### config.mk
export PLATFORM = sky130hd
export DESIGN_NAME = top_k_unique_score_table
export DESIGN_NICKNAME = d
export VERILOG_FILES = /design/src/rtl/core/tkus_pkg.sv /design/src/rtl/core/top_k_unique_score_table.sv /design/src/rtl/core/tkus_cell.sv /design/src/rtl/core/tkus_prep.sv
export SDC_FILE = /design/constraint.sdc
export NUM_CORES = 1
export LEC_CHECK = 0
export ABC_CLOCK_PERIOD_IN_PS = 6950
export BUFFER_PORTS_ARGS = -buffer_cell sky130_fd_sc_hd__buf_2
export CAP_MARGIN = 20
export CORE_ASPECT_RATIO = 1.2
export CORE_MARGIN = 3
export CORE_UTILIZATION = 45
export DETAILED_ROUTE_END_ITERATION = 10
export GPL_TIMING_DRIVEN = 0
export PLACE_DENSITY = 0.58
export SYNTH_ARGS = -nofsm -noshare
export SYNTH_HDL_FRONTEND = slang
export SYNTH_HIERARCHICAL = 1
export SYNTH_SLANG_ARGS = --single-unit
### constraint.sdc
create_clock -name clk -period 6.95 [get_ports clk]
set_clock_uncertainty 0.05 [all_clocks]
set_input_delay 0.3475 -clock clk [delete_from_list [all_inputs] [get_ports clk]]
set_output_delay 0.3475 -clock clk [all_outputs]
set_load 0.05 [all_outputs]
### src/rtl/core/tkus_pkg.sv
// ---------------------------------------------------------------------------
// tkus_pkg: shared types and constants for the top-K score table
// Request and response payloads, stage handover type, status and opcode codes.
// ---------------------------------------------------------------------------
package tkus_pkg;

  localparam int TABLE_SIZE_DEF = 16;
  localparam int VAL_W          = 8;

  localparam logic [VAL_W-1:0] MAX_VAL   = 8'd255;
  // points / 10 == (points * 52429) >> 19 for every 16-bit value
  localparam logic [16:0]      DIV_RECIP = 17'd52429;
  localparam int               DIV_SHIFT = 19;

  localparam logic OP_SUBMIT = 1'b0;
  localparam logic OP_READ   = 1'b1;

  localparam logic [2:0] ST_INSERTED  = 3'd0;
  localparam logic [2:0] ST_DUPLICATE = 3'd1;
  localparam logic [2:0] ST_TOO_LOW   = 3'd2;
  localparam logic [2:0] ST_ZERO      = 3'd3;
  localparam logic [2:0] ST_READ_DONE = 3'd4;

  typedef struct packed {
    logic        opcode;
    logic [15:0] score_points;
    logic [3:0]  read_slot;
  } req_t;

  typedef struct packed {
    logic [2:0]  status;
    logic [11:0] entry_points;
    logic        entry_valid;
    logic [4:0]  entry_total;
  } rsp_t;

  // scaled request handed from the front stage to the cell row
  typedef struct packed {
    logic             op;
    logic [VAL_W-1:0] v;
    logic [3:0]       slot;
  } prep_t;

endpackage

### src/rtl/core/top_k_unique_score_table.sv
// ---------------------------------------------------------------------------
// top_k_unique_score_table: sorted table of the best distinct scores
//
// Request channel (req_valid, req_stall, req_data): a submit request offers a
// score in points, a read request asks for the entry at one rank. Response
// channel (rsp_valid, rsp_stall, rsp_data): exactly one response per request,
// in request order, carrying status, entry value in points and entry count.
// A request moves on a rising edge with valid high and stall low.
// The front stage scales the score (one multiply) and registers the request.
// As the request leaves it, the row of cells is updated and the response
// registered; each cell compares against the new value and keeps its entry,
// takes the new value or its left neighbour's entry. One request per cycle is
// sustained while the receiver keeps up. When rsp_stall is high the response
// register holds, the front stage fills, and then req_stall rises until the
// response is taken.
// Reset empties the table (all cells invalid, count zero).
// ---------------------------------------------------------------------------
module top_k_unique_score_table #(
  parameter int TABLE_SIZE = tkus_pkg::TABLE_SIZE_DEF
) (
  input  logic           clk,
  input  logic           rst,
  input  logic           req_valid,
  output logic           req_stall,
  input  tkus_pkg::req_t req_data,
  output logic           rsp_valid,
  input  logic           rsp_stall,
  output tkus_pkg::rsp_t rsp_data
);
  import tkus_pkg::*;

  localparam int CW = $clog2(TABLE_SIZE + 1);

  logic             a_vld;
  prep_t            a_data;
  logic             accept;
  logic             advance;

  logic [VAL_W-1:0] cell_val [TABLE_SIZE];
  logic [TABLE_SIZE-1:0] cell_vld;
  logic [TABLE_SIZE-1:0] keep_vec;
  logic [TABLE_SIZE-1:0] match_vec;

  logic [CW-1:0]    count;
  logic [CW-1:0]    count_next;
  logic             full;
  logic             dup;
  logic             zero;
  logic             too_low;
  logic             insert;
  logic             upd;

  logic [VAL_W-1:0] rd_val;
  logic             rd_vld;
  logic [CW+4:0]    total_ext;
  rsp_t             rsp_data_next;
  logic             rsp_valid_next;

  assign advance   = a_vld && (!rsp_valid || !rsp_stall);
  assign req_stall = a_vld && !advance;
  assign accept    = req_valid && !req_stall;

  tkus_prep u_prep (
    .clk     (clk),
    .rst     (rst),
    .accept  (accept),
    .advance (advance),
    .req     (req_data),
    .a_vld   (a_vld),
    .a_data  (a_data)
  );

  for (genvar i = 0; i < TABLE_SIZE; i++) begin : g_cell
    if (i == 0) begin : g_head
      tkus_cell u_cell (
        .clk       (clk),
        .rst       (rst),
        .upd       (upd),
        .v         (a_data.v),
        .prev_keep (1'b1),
        .prev_val  ('0),
        .prev_vld  (1'b0),
        .val       (cell_val[i]),
        .vld       (cell_vld[i]),
        .keep      (keep_vec[i]),
        .match     (match_vec[i])
      );
    end else begin : g_body
      tkus_cell u_cell (
        .clk       (clk),
        .rst       (rst),
        .upd       (upd),
        .v         (a_data.v),
        .prev_keep (keep_vec[i-1]),
        .prev_val  (cell_val[i-1]),
        .prev_vld  (cell_vld[i-1]),
        .val       (cell_val[i]),
        .vld       (cell_vld[i]),
        .keep      (keep_vec[i]),
        .match     (match_vec[i])
      );
    end
  end

  assign full    = (count == CW'(TABLE_SIZE));
  assign dup     = |match_vec;
  assign zero    = (a_data.v == '0);
  assign too_low = full && keep_vec[TABLE_SIZE-1];
  assign insert  = (a_data.op == OP_SUBMIT) && !zero && !dup && !too_low;
  assign upd     = advance && insert;

  always_comb begin
    if (upd && !full) begin
      count_next = count + CW'(1);
    end else begin
      count_next = count;
    end
  end

  always_ff @(posedge clk) begin
    if (rst) begin
      count <= '0;
    end else begin
      count <= count_next;
    end
  end

  // valid entries form a prefix, so a valid cell implies slot < count
  always_comb begin
    rd_val = '0;
    rd_vld = 1'b0;
    for (int i = 0; i < TABLE_SIZE; i++) begin
      if (cell_vld[i] && (32'(a_data.slot) == i)) begin
        rd_val = cell_val[i];
        rd_vld = 1'b1;
      end
    end
  end

  assign total_ext = {5'b0, count_next};

  always_comb begin
    rsp_data_next.entry_points = '0;
    rsp_data_next.entry_valid  = 1'b0;
    rsp_data_next.entry_total  = total_ext[4:0];
    if (a_data.op == OP_READ) begin
      rsp_data_next.status       = ST_READ_DONE;
      rsp_data_next.entry_points = (12'(rd_val) << 3) + (12'(rd_val) << 1);
      rsp_data_next.entry_valid  = rd_vld;
    end else if (zero) begin
      rsp_data_next.status = ST_ZERO;
    end else if (dup) begin
      rsp_data_next.status = ST_DUPLICATE;
    end else if (too_low) begin
      rsp_data_next.status = ST_TOO_LOW;
    end else begin
      rsp_data_next.status = ST_INSERTED;
    end
  end

  always_comb begin
    if (advance) begin
      rsp_valid_next = 1'b1;
    end else if (rsp_stall) begin
      rsp_valid_next = rsp_valid;
    end else begin
      rsp_valid_next = 1'b0;
    end
  end

  always_ff @(posedge clk) begin
    if (rst) begin
      rsp_valid <= 1'b0;
    end else begin
      rsp_valid <= rsp_valid_next;
    end
  end

  always_ff @(posedge clk) begin
    if (advance) begin
      rsp_data <= rsp_data_next;
    end
  end

  a_count_range: assert property (@(posedge clk) disable iff (rst)
    count <= CW'(TABLE_SIZE))
    else $error("entry count beyond table size");

  a_prefix: assert property (@(posedge clk) disable iff (rst)
    $countones(cell_vld) == 32'(count))
    else $error("valid cells disagree with entry count");

  a_grow: assert property (@(posedge clk) disable iff (rst)
    upd && !full |=> count == $past(count) + CW'(1))
    else $error("insert into free slot did not grow the count");

  a_read_status: assert property (@(posedge clk) disable iff (rst)
    rsp_valid && rsp_data.entry_valid |-> rsp_data.status == ST_READ_DONE)
    else $error("valid entry on a non-read response");

endmodule

### src/rtl/core/tkus_cell.sv
// ---------------------------------------------------------------------------
// tkus_cell: one slot of the sorted score row
// Keeps its value, takes the new value or shifts in its left neighbour.
// ---------------------------------------------------------------------------
module tkus_cell (
  input  logic                      clk,
  input  logic                      rst,
  input  logic                      upd,
  input  logic [tkus_pkg::VAL_W-1:0] v,
  input  logic                      prev_keep,
  input  logic [tkus_pkg::VAL_W-1:0] prev_val,
  input  logic                      prev_vld,
  output logic [tkus_pkg::VAL_W-1:0] val,
  output logic                      vld,
  output logic                      keep,
  output logic                      match
);
  import tkus_pkg::*;

  logic [VAL_W-1:0] val_next;
  logic             vld_next;

  assign keep  = vld && (val > v);
  assign match = vld && (val == v);

  always_comb begin
    if (keep) begin
      val_next = val;
      vld_next = vld;
    end else if (prev_keep) begin
      val_next = v;
      vld_next = 1'b1;
    end else begin
      val_next = prev_val;
      vld_next = prev_vld;
    end
  end

  always_ff @(posedge clk) begin
    if (rst) begin
      vld <= 1'b0;
    end else if (upd) begin
      vld <= vld_next;
    end
  end

  always_ff @(posedge clk) begin
    if (upd) begin
      val <= val_next;
    end
  end

endmodule

### src/rtl/core/tkus_prep.sv
// ---------------------------------------------------------------------------
// tkus_prep: front stage
// Registers the request and scales the score to tenths with saturation.
// ---------------------------------------------------------------------------
module tkus_prep (
  input  logic            clk,
  input  logic            rst,
  input  logic            accept,
  input  logic            advance,
  input  tkus_pkg::req_t  req,
  output logic            a_vld,
  output tkus_pkg::prep_t a_data
);
  import tkus_pkg::*;

  logic [32:0] prod;
  logic [13:0] quot;
  prep_t       a_data_next;
  logic        a_vld_next;

  assign prod = 33'(req.score_points) * 33'(DIV_RECIP);
  assign quot = 14'(prod >> DIV_SHIFT);

  always_comb begin
    a_data_next.op   = req.opcode;
    a_data_next.v    = (quot > 14'(MAX_VAL)) ? MAX_VAL : quot[VAL_W-1:0];
    a_data_next.slot = req.read_slot;
  end

  always_comb begin
    if (accept) begin
      a_vld_next = 1'b1;
    end else if (advance) begin
      a_vld_next = 1'b0;
    end else begin
      a_vld_next = a_vld;
    end
  end

  always_ff @(posedge clk) begin
    if (rst) begin
      a_vld <= 1'b0;
    end else begin
      a_vld <= a_vld_next;
    end
  end

  always_ff @(posedge clk) begin
    if (accept) begin
      a_data <= a_data_next;
    end
  end

endmodule
==> out/results.ini, run 1 <==
[run_status]
status=finished clean

[synth]
synth_flop_cell=edfxtp_1
synth_edf_count=161
async_flop_share_pct=0
synth_cells=1784
synth_warnings=6
syn_area_per_cell_um2=10.2
synthTopCellsByArea=edfxtp_1, ha_1, fa_1, mux2_2, inv_1
syn_area_mm2=0.0182
synth.distinct_cells=93
yosys.area.top_type=edfxtp_1
synth-seq-area-share_pct=29.1
ys_ff_latch=184
synth.top_cell.area_share_pct=26.6

[floorplan]
ioPinCount=48
core_area_mm2=0.0398
rows=80
initial_core_util_pct=45.7
dieArea_mm2=0.0429
die_w_um=190
dieHeight_um=226

[setup_path]
critPathLaunchType=primary input
path_class=in -> reg
crit_required_ns=7.06
slowest_stage=fa_1
arrival_ns=5.76
worst_path_most_repeated_cell=fa_1
crit_fanout=8
cp_top_family=adder cells
cp-end-kind=flip-flop
cp_slowest_stage_delay_ns=0.54
critical_path_buf_inv_count=6
cp_cell_sequence=buf_2 > ha_1 > inv_1 > fa_1 > inv_1 > fa_1 > fa_1 > fa_1 > inv_1 > fa_1 > inv_1 > ha_1 > buf_6 > a21oi_2 > o21ai_1 > a22o_1 > nor4_2 > a2111oi_2 > nor4_4 > nand4_1

[global_route]
grt_pass1_wl_um=79000
grt_use_total_pct=23.9
grt_max_degree=40
grt_pass1_vias=14000
antenna_found_initial=0
grt_overflow_total=0

[layout]
multiInputGateArea_mm2=0.0114
area_growth_pct=10.1
fillCellCount=3723
ff_latch_area_mm2=0.00530
fin_nets=2245
diodes=0
drive_gt1_share_pct=21.2
fin_area_mm2=0.0200

[routing]
ant_nets=0
vias_per_cell=5.66
vias=13700
first_pass_iters=5
drt-met1-wl_um=20700
wl_um=50700
drc=0
wl_met2_um=26600
drtIter0Drc=821
wl_per_cell_um=21.0
wl_met3_um=1510
topRoutingLayerUsed=met4

[cts]
clk_latency_ns=0.46
numCtsBuffers=17
path_clk_slew_ns=0.07
clock_sinks=184
cts_root_buf=clkbuf_16
cts-resized-gates=0
htreeDepth=4
clk_path_buf_depth=2
cts_tree=done

[timing]
fin_setup_tns_ns=0
slew_viol_final=0
min_period_ns=5.66
period_share_pct=81.4
hold_viol=0
setup_viol=0
relSlewSlack_pct=33.8
fmaxAchievable_mhz=177
grt_setup_unrepaired=no
worst_pin_slew_ns=0.993

[worst_hold_path]
hold_path.class=in -> reg

[run]
cap_violations=0

[pwr]
sw_frac_of_total_pct=48.5
p_comb_share_pct=66.3
pwr-share-clk_pct=13.2
power_frac_seq_pct=20.5
ir_worst_vdd_mv=0.284
switchingPower_mw=3.43
leakagePower_nw=9.32
power_density_mw_per_mm2=353
p_int_mw=3.64

[place]
dp_hpwl_um=40500
postPlaceCellArea_mm2=0.0195
io_buffers=46
place_congestion=0.939

==> flip-flops by register name, summed over array words and instances, names as in the netlist <==
register / cells
rsp_valid: 1
u_prep/a_data: 13
u_prep/a_vld: 1
g_cell.g_body.u_cell/vld: 15
g_cell.g_head.u_cell/vld: 1
rsp_data: 20
count: 5
g_cell.g_head.u_cell/val: 8
g_cell.g_body.u_cell/val: 120
==> cells in the mapped netlist, types with 6 or more instances <==
library cell    n
inv_1         329
ha_1          265
edfxtp_1      161
mux2_2        129
a21oi_1        83
fa_1           80
nor2_1         72
nand4_1        70
nand2_1        59
nand3_1        44
and3_1         39
o21ai_0        37
buf_2          23
dfxtp_1        23
a21oi_2        22
nor3_1         21
o211ai_1       21
nor2_2         17
a311oi_2       16
a31oi_2        16
and2_2         16
and2b_2        16
a22oi_1        15
xor2_1         14
nor4_1         13
o22ai_1        12
xnor2_1        11
buf_6          10
a31oi_1         9
a211oi_1        8
nor2b_1         8
a221o_1         7
o21ai_1         7
o221ai_1        7
and2_1          6
==> layout by cell type, fill, tap and decap left out, types with 8 or more instances in the layout <==
cell	netlist	routed
o22ai_1	12	12
nor4_1	13	13
and2_2	16	16
nand3_1	44	44
buf_6	10	10
a311oi_2	16	16
and2b_2	16	16
nand4_1	70	70
clkbuf_16	0	17
edfxtp_1	161	161
nand2_1	59	59
conb_1	2	11
buf_16	0	8
mux2_2	129	129
nor2_2	17	17
xnor2_1	11	11
a31oi_2	16	16
a21oi_1	83	83
nor2_1	72	72
ha_1	265	265
fa_1	80	80
o21ai_0	37	37
a31oi_1	9	9
dfxtp_1	23	23
and3_1	39	39
a211oi_1	8	8
o211ai_1	21	21
xor2_1	14	14
buf_2	23	69
nor3_1	21	21
a22oi_1	15	15
inv_1	329	329
a21oi_2	22	22
==> worst register-to-register path: stages (launching register included) <==
cell and delay (ns):
edfxtp_1 0.39, buf_6 0.17, nor2_2 0.35, and3_1 0.21, buf_2 0.21, a22oi_1 0.10
a31oi_1 0.30, o21ai_0 0.22, and3_1 0.26, o41ai_1 0.75, ha_1 0.34, inv_1 0.08
fa_1 0.43, and2b_1 0.28, nand3_1 0.10, a31oi_1 0.19, nor2_1 0.07, o211a_1 0.20
==> metrics by stage <==
step | util (%) | std cells | setup WS [ns] | total power [mW] | hold WS, ns
after floorplan | - | 1793 | 1.40 | 4.83 | 0.365
after global placement | 48.0 | 2372 | 0.669 | 5.90 | 0.453
after detailed placement | 48.9 | 2388 | 0.791 | 6.13 | 0.465
after CTS | 50.3 | 2421 | 1.29 | 7.08 | 0.000179
after global routing | 50.3 | 2421 | 1.01 | 7.71 | 0.00655
final | 50.3 | 2421 | 1.29 | 7.08 | 0.0232
==> layout make-up <==
cell class,instances,area share [%]
inverter,330,6.18
buffer,43,1.41
multi-input combinational,1236,57.0
sequential,184,26.4
clock inverter,14,0.568
timing repair buffer,63,2.92
tap,533,3.33
clock buffer,18,2.14
==> path summary, 6_finish.rpt <==
| check | slack [ns] | to | start | cells past startpoint |
|---|---|---|---|---|
| max | 1.29 | u_prep/a_data[5] | req_data[7] | 20 |
| max reg2reg | 2.01 | rsp_data[15] | u_prep/a_data[0] | 17 |
| min reg2reg | 0.48 | rsp_valid | u_prep/a_vld | 2 |
| min | 0.02 | u_prep/a_data[1] | req_data[1] | 1 |
==> metal layers <==
metal | up-vias | global-route usage [%]
met5 | - | 0
met4 | 0 | 9.61
met3 | 90 | 2.54
met2 | 334 | 44.8
met1 | 6691 | 27.8
li1 | 6584 | -
==> cell families (layout without fill, tap and decap cells) <==
group / after synthesis / in the layout / share of synthesized area [%]
compound gates: 314 / 314 / 13.4
fa+ha+maj: 345 / 345 / 27.0
xor+xnor: 25 / 25 / 1.20
buf+inv: 373 / 468 / 8.35
simple gates: 407 / 407 / 12.6
other cells: 2 / 11 / 0.0413
mux: 134 / 134 / 8.26
flops: 184 / 184 / 29.1
==> power by group through the flow <==
stage / logic (mW) / clock network, mW / registers, mW
after floorplan: 3.33 / 0 / 1.49
after global placement: 4.22 / 0 / 1.67
after detailed placement: 4.65 / 0 / 1.48
after CTS: 4.68 / 0.953 / 1.45
after global routing: 5.26 / 0.987 / 1.46
final: 4.69 / 0.932 / 1.45
==> what timing repair did <==
item                      CTS  global route
buffers inserted            0             0
hold endpoints to repair    1             0
hold buffers                1             0
(Power assumes the default switching activity.)
==> run 2: changes to the inputs <==
--- a/config.mk
+++ b/config.mk
@@ -5,7 +5,7 @@
 export SDC_FILE = /design/constraint.sdc
 export NUM_CORES = 1
 export LEC_CHECK = 0
-export ABC_CLOCK_PERIOD_IN_PS = 6950
+export ABC_CLOCK_PERIOD_IN_PS = 4600
 export BUFFER_PORTS_ARGS = -buffer_cell sky130_fd_sc_hd__buf_2
 export CAP_MARGIN = 20
 export CORE_ASPECT_RATIO = 1.2
@@ -13,7 +13,7 @@
 export CORE_UTILIZATION = 45
 export DETAILED_ROUTE_END_ITERATION = 10
 export GPL_TIMING_DRIVEN = 0
-export PLACE_DENSITY = 0.58
+export PLACE_DENSITY = 0.6
 export SYNTH_ARGS = -nofsm -noshare
 export SYNTH_HDL_FRONTEND = slang
 export SYNTH_HIERARCHICAL = 1
==> constraint.sdc (replaced) <==
create_clock -name clk -period 4.6 [get_ports clk]
set_clock_uncertainty 0.05 [all_clocks]
set_input_delay 0.23 -clock clk [delete_from_list [all_inputs] [get_ports clk]]
set_output_delay 0.23 -clock clk [all_outputs]
set_load 0.05 [all_outputs]
==> out/results.ini, run 2 (synthesized netlist as in run 1, its figures left out) <==
[timing]
slew_viol_final=0  ; unchanged
min_period_ns=4.86
period_share_pct=106
fin_ws_ns=-0.257  ; was 1.29 ns
grt_setup_unrepaired=yes  ; was no
relSlewSlack_pct=41.1  ; was 33.8%
hold_viol=0  ; unchanged
setup_viol=8  ; was 0
worst_pin_slew_ns=0.883  ; was 0.993 ns
fmaxAchievable_mhz=206
whs_ns=0.130  ; was 0.0232 ns

[setup_path]
cp-end-kind=flip-flop  ; unchanged
crit_required_ns=4.87  ; was 7.06 ns
arrival_ns=5.13  ; was 5.76 ns
reg2regPathDepth=11  ; was 17
path_class=in -> reg  ; unchanged
crit_fanout=8  ; unchanged
critPathLaunchType=primary input  ; unchanged
critPathLaunch=req_data[7]  ; unchanged
r2r_start=u_prep/a_data[10]  ; was u_prep/a_data[0]

[global_route]
grt_max_degree=30  ; was 40
antenna_found_initial=0  ; unchanged
grt_pass1_wl_um=79500  ; was 79000 um
grt_overflow_total=0  ; unchanged
grt_use_total_pct=23.8  ; was 23.9%
grt_pass1_vias=14300  ; was 14000

[floorplan]
initial_core_util_pct=45.7  ; unchanged
ioPinCount=48  ; unchanged
rows=80  ; unchanged
core_area_mm2=0.0398  ; unchanged
die_w_um=190  ; unchanged
dieArea_mm2=0.0429  ; unchanged
dieHeight_um=226  ; unchanged

[layout]
instances_no_fill=2441  ; was 2421
mostFrequentLayoutCells=inv_1, ha_1, edfxtp_1  ; unchanged
area_growth_pct=15.4  ; was 10.1%
largest_reg_flops=120  ; unchanged
fin_area_mm2=0.0210  ; was 0.0200 mm^2
fin_nets=2265  ; was 2245
layout_commonest_cell=inv_1  ; unchanged
diodes=0  ; unchanged
drive_gt1_share_pct=26.0  ; was 21.2%
largestRegisters=g_cell.g_body.u_cell/val: 120 flops, rsp_data: 20 flops, g_cell.g_body.u_cell/vld: 15 flops  ; unchanged
top_register=g_cell.g_body.u_cell/val  ; unchanged

[cts]
cts_root_buf=clkbuf_16  ; unchanged
cts_tree=done  ; unchanged
clk_path_buf_depth=2  ; unchanged
clock_sinks=184  ; unchanged
clk_latency_ns=0.46  ; about the same
numCtsBuffers=17  ; unchanged
htreeDepth=4  ; unchanged
path_clk_slew_ns=0.07  ; about the same

[place]
place_ws_ns=-1.24  ; was 0.791 ns
place_congestion=0.937  ; was 0.939
placed_cells=2387  ; was 2388
postPlaceCellArea_mm2=0.0197  ; was 0.0195 mm^2
dp_hpwl_um=40100  ; was 40500 um
io_buffers=46  ; unchanged

[run_status]
status=finished with violations  ; was finished clean
violations=negative setup slack

[worst_hold_path]
min_from=req_valid  ; was req_data[1]
hold_path.class=in -> reg  ; unchanged
hold_path_depth=2  ; was 1

[routing]
wl_per_cell_um=20.9  ; was 21.0 um
drtIter0Drc=769  ; was 821
wl_um=51000  ; was 50700 um
ant_nets=0  ; unchanged
drc=0  ; unchanged
vias=14000  ; was 13700
first_pass_iters=7  ; was 5
vias_per_cell=5.74  ; was 5.66

[run]
cap_violations=0  ; unchanged

[pwr]
pwr-share-clk_pct=12.7  ; was 13.2%
ir_worst_vdd_mv=0.490  ; was 0.284 mV
p_int_mw=6.54  ; was 3.64 mW
p_comb_share_pct=69.6  ; was 66.3%
switchingPower_mw=5.80  ; was 3.43 mW
power_frac_seq_pct=17.7  ; was 20.5%
leakagePower_nw=9.53  ; was 9.32 nW
power_density_mw_per_mm2=588  ; was 353 mW/mm^2
sw_frac_of_total_pct=47.0  ; was 48.5%

-- run 2: changes by cell type in the layout (fill, tap and decap cells not counted), sizes merged --
cell         change
bufinv           +3
buf             +14
dlygate4sd3      +5
clkinv           -1
clkinvlp         +1
inv              -4
clkbuf           +2
-- run 2: critical path, stage by stage --
cell and delay, ns:
buf_8 0.12, ha_4 0.28, inv_2 0.04, fa_1 0.54, inv_1 0.05, fa_2 0.52, fa_1 0.46, fa_2 0.55
fa_1 0.45, ha_4 0.36, nand4_4 0.14, nor4_4 0.27, o311a_1 0.30, nor4_4 0.07, a2111oi_4 0.42, nor4_4 0.05
buf_4 0.17, nand4_1 0.09
-- run 2: repair_timing --
| action | 4_1_cts | 5_1_grt |
|---|---|---|
| setup buffers | 16 | 4 |
| hold buffers | 6 | 0 |
| endpoints found under the hold margin | 6 | 0 |
| setup endpoints to repair | 88 | 156 |
| gates resized for setup | 58 | 39 |
| pin swaps | 27 | 38 |
-- run 2: layout make-up --
class	instances	area, um^2
fill	3619	18800
multi-input combinational	1236	12000
sequential	184	5300
inverter	330	1240
timing repair buffer	85	897
tap	533	667
clock buffer	19	443
buffer	41	274
clock inverter	13	170
-- run 2: power by group through the flow --
stage / sequential [mW] / clock, mW / combinational, mW
after detailed placement: 2.26 / 0 / 7.51
after floorplan: 2.26 / 0 / 5.52
final: 2.18 / 1.57 / 8.59
after global placement: 2.52 / 0 / 6.87
after CTS: 2.18 / 1.59 / 8.28
after global routing: 2.19 / 1.66 / 9.48
-- run 2: metrics by stage --
stage                     total power [mW]  util, %  TNS (ns)
after global placement                9.38     48.4   -250.80
after floorplan                       7.78        -     -3.06
after CTS                             12.0     52.3     -2.03
after detailed placement              9.77     49.4    -17.41
after global routing                  13.3     52.7     -2.89
final                                 12.3     52.7     -2.00
-- run 2: layer usage --
layer	wire length (um)	GRT usage, %	up-vias
li1	-	-	6629
met1	19400	26.1	6787
met2	26800	45.2	432
met3	2150	3.31	152
met4	2690	11.5	0
met5	0	0	-
-- run 2: path summary, 6_finish.rpt --
kind,to,slack [ns]
worst max register to register,g_cell[11].g_body.u_cell/val[6],0.14
worst min register to register,rsp_valid,0.46
worst max-delay path,u_prep/a_data[6],-0.26
worst min-delay path,u_prep/a_data[12],0.13
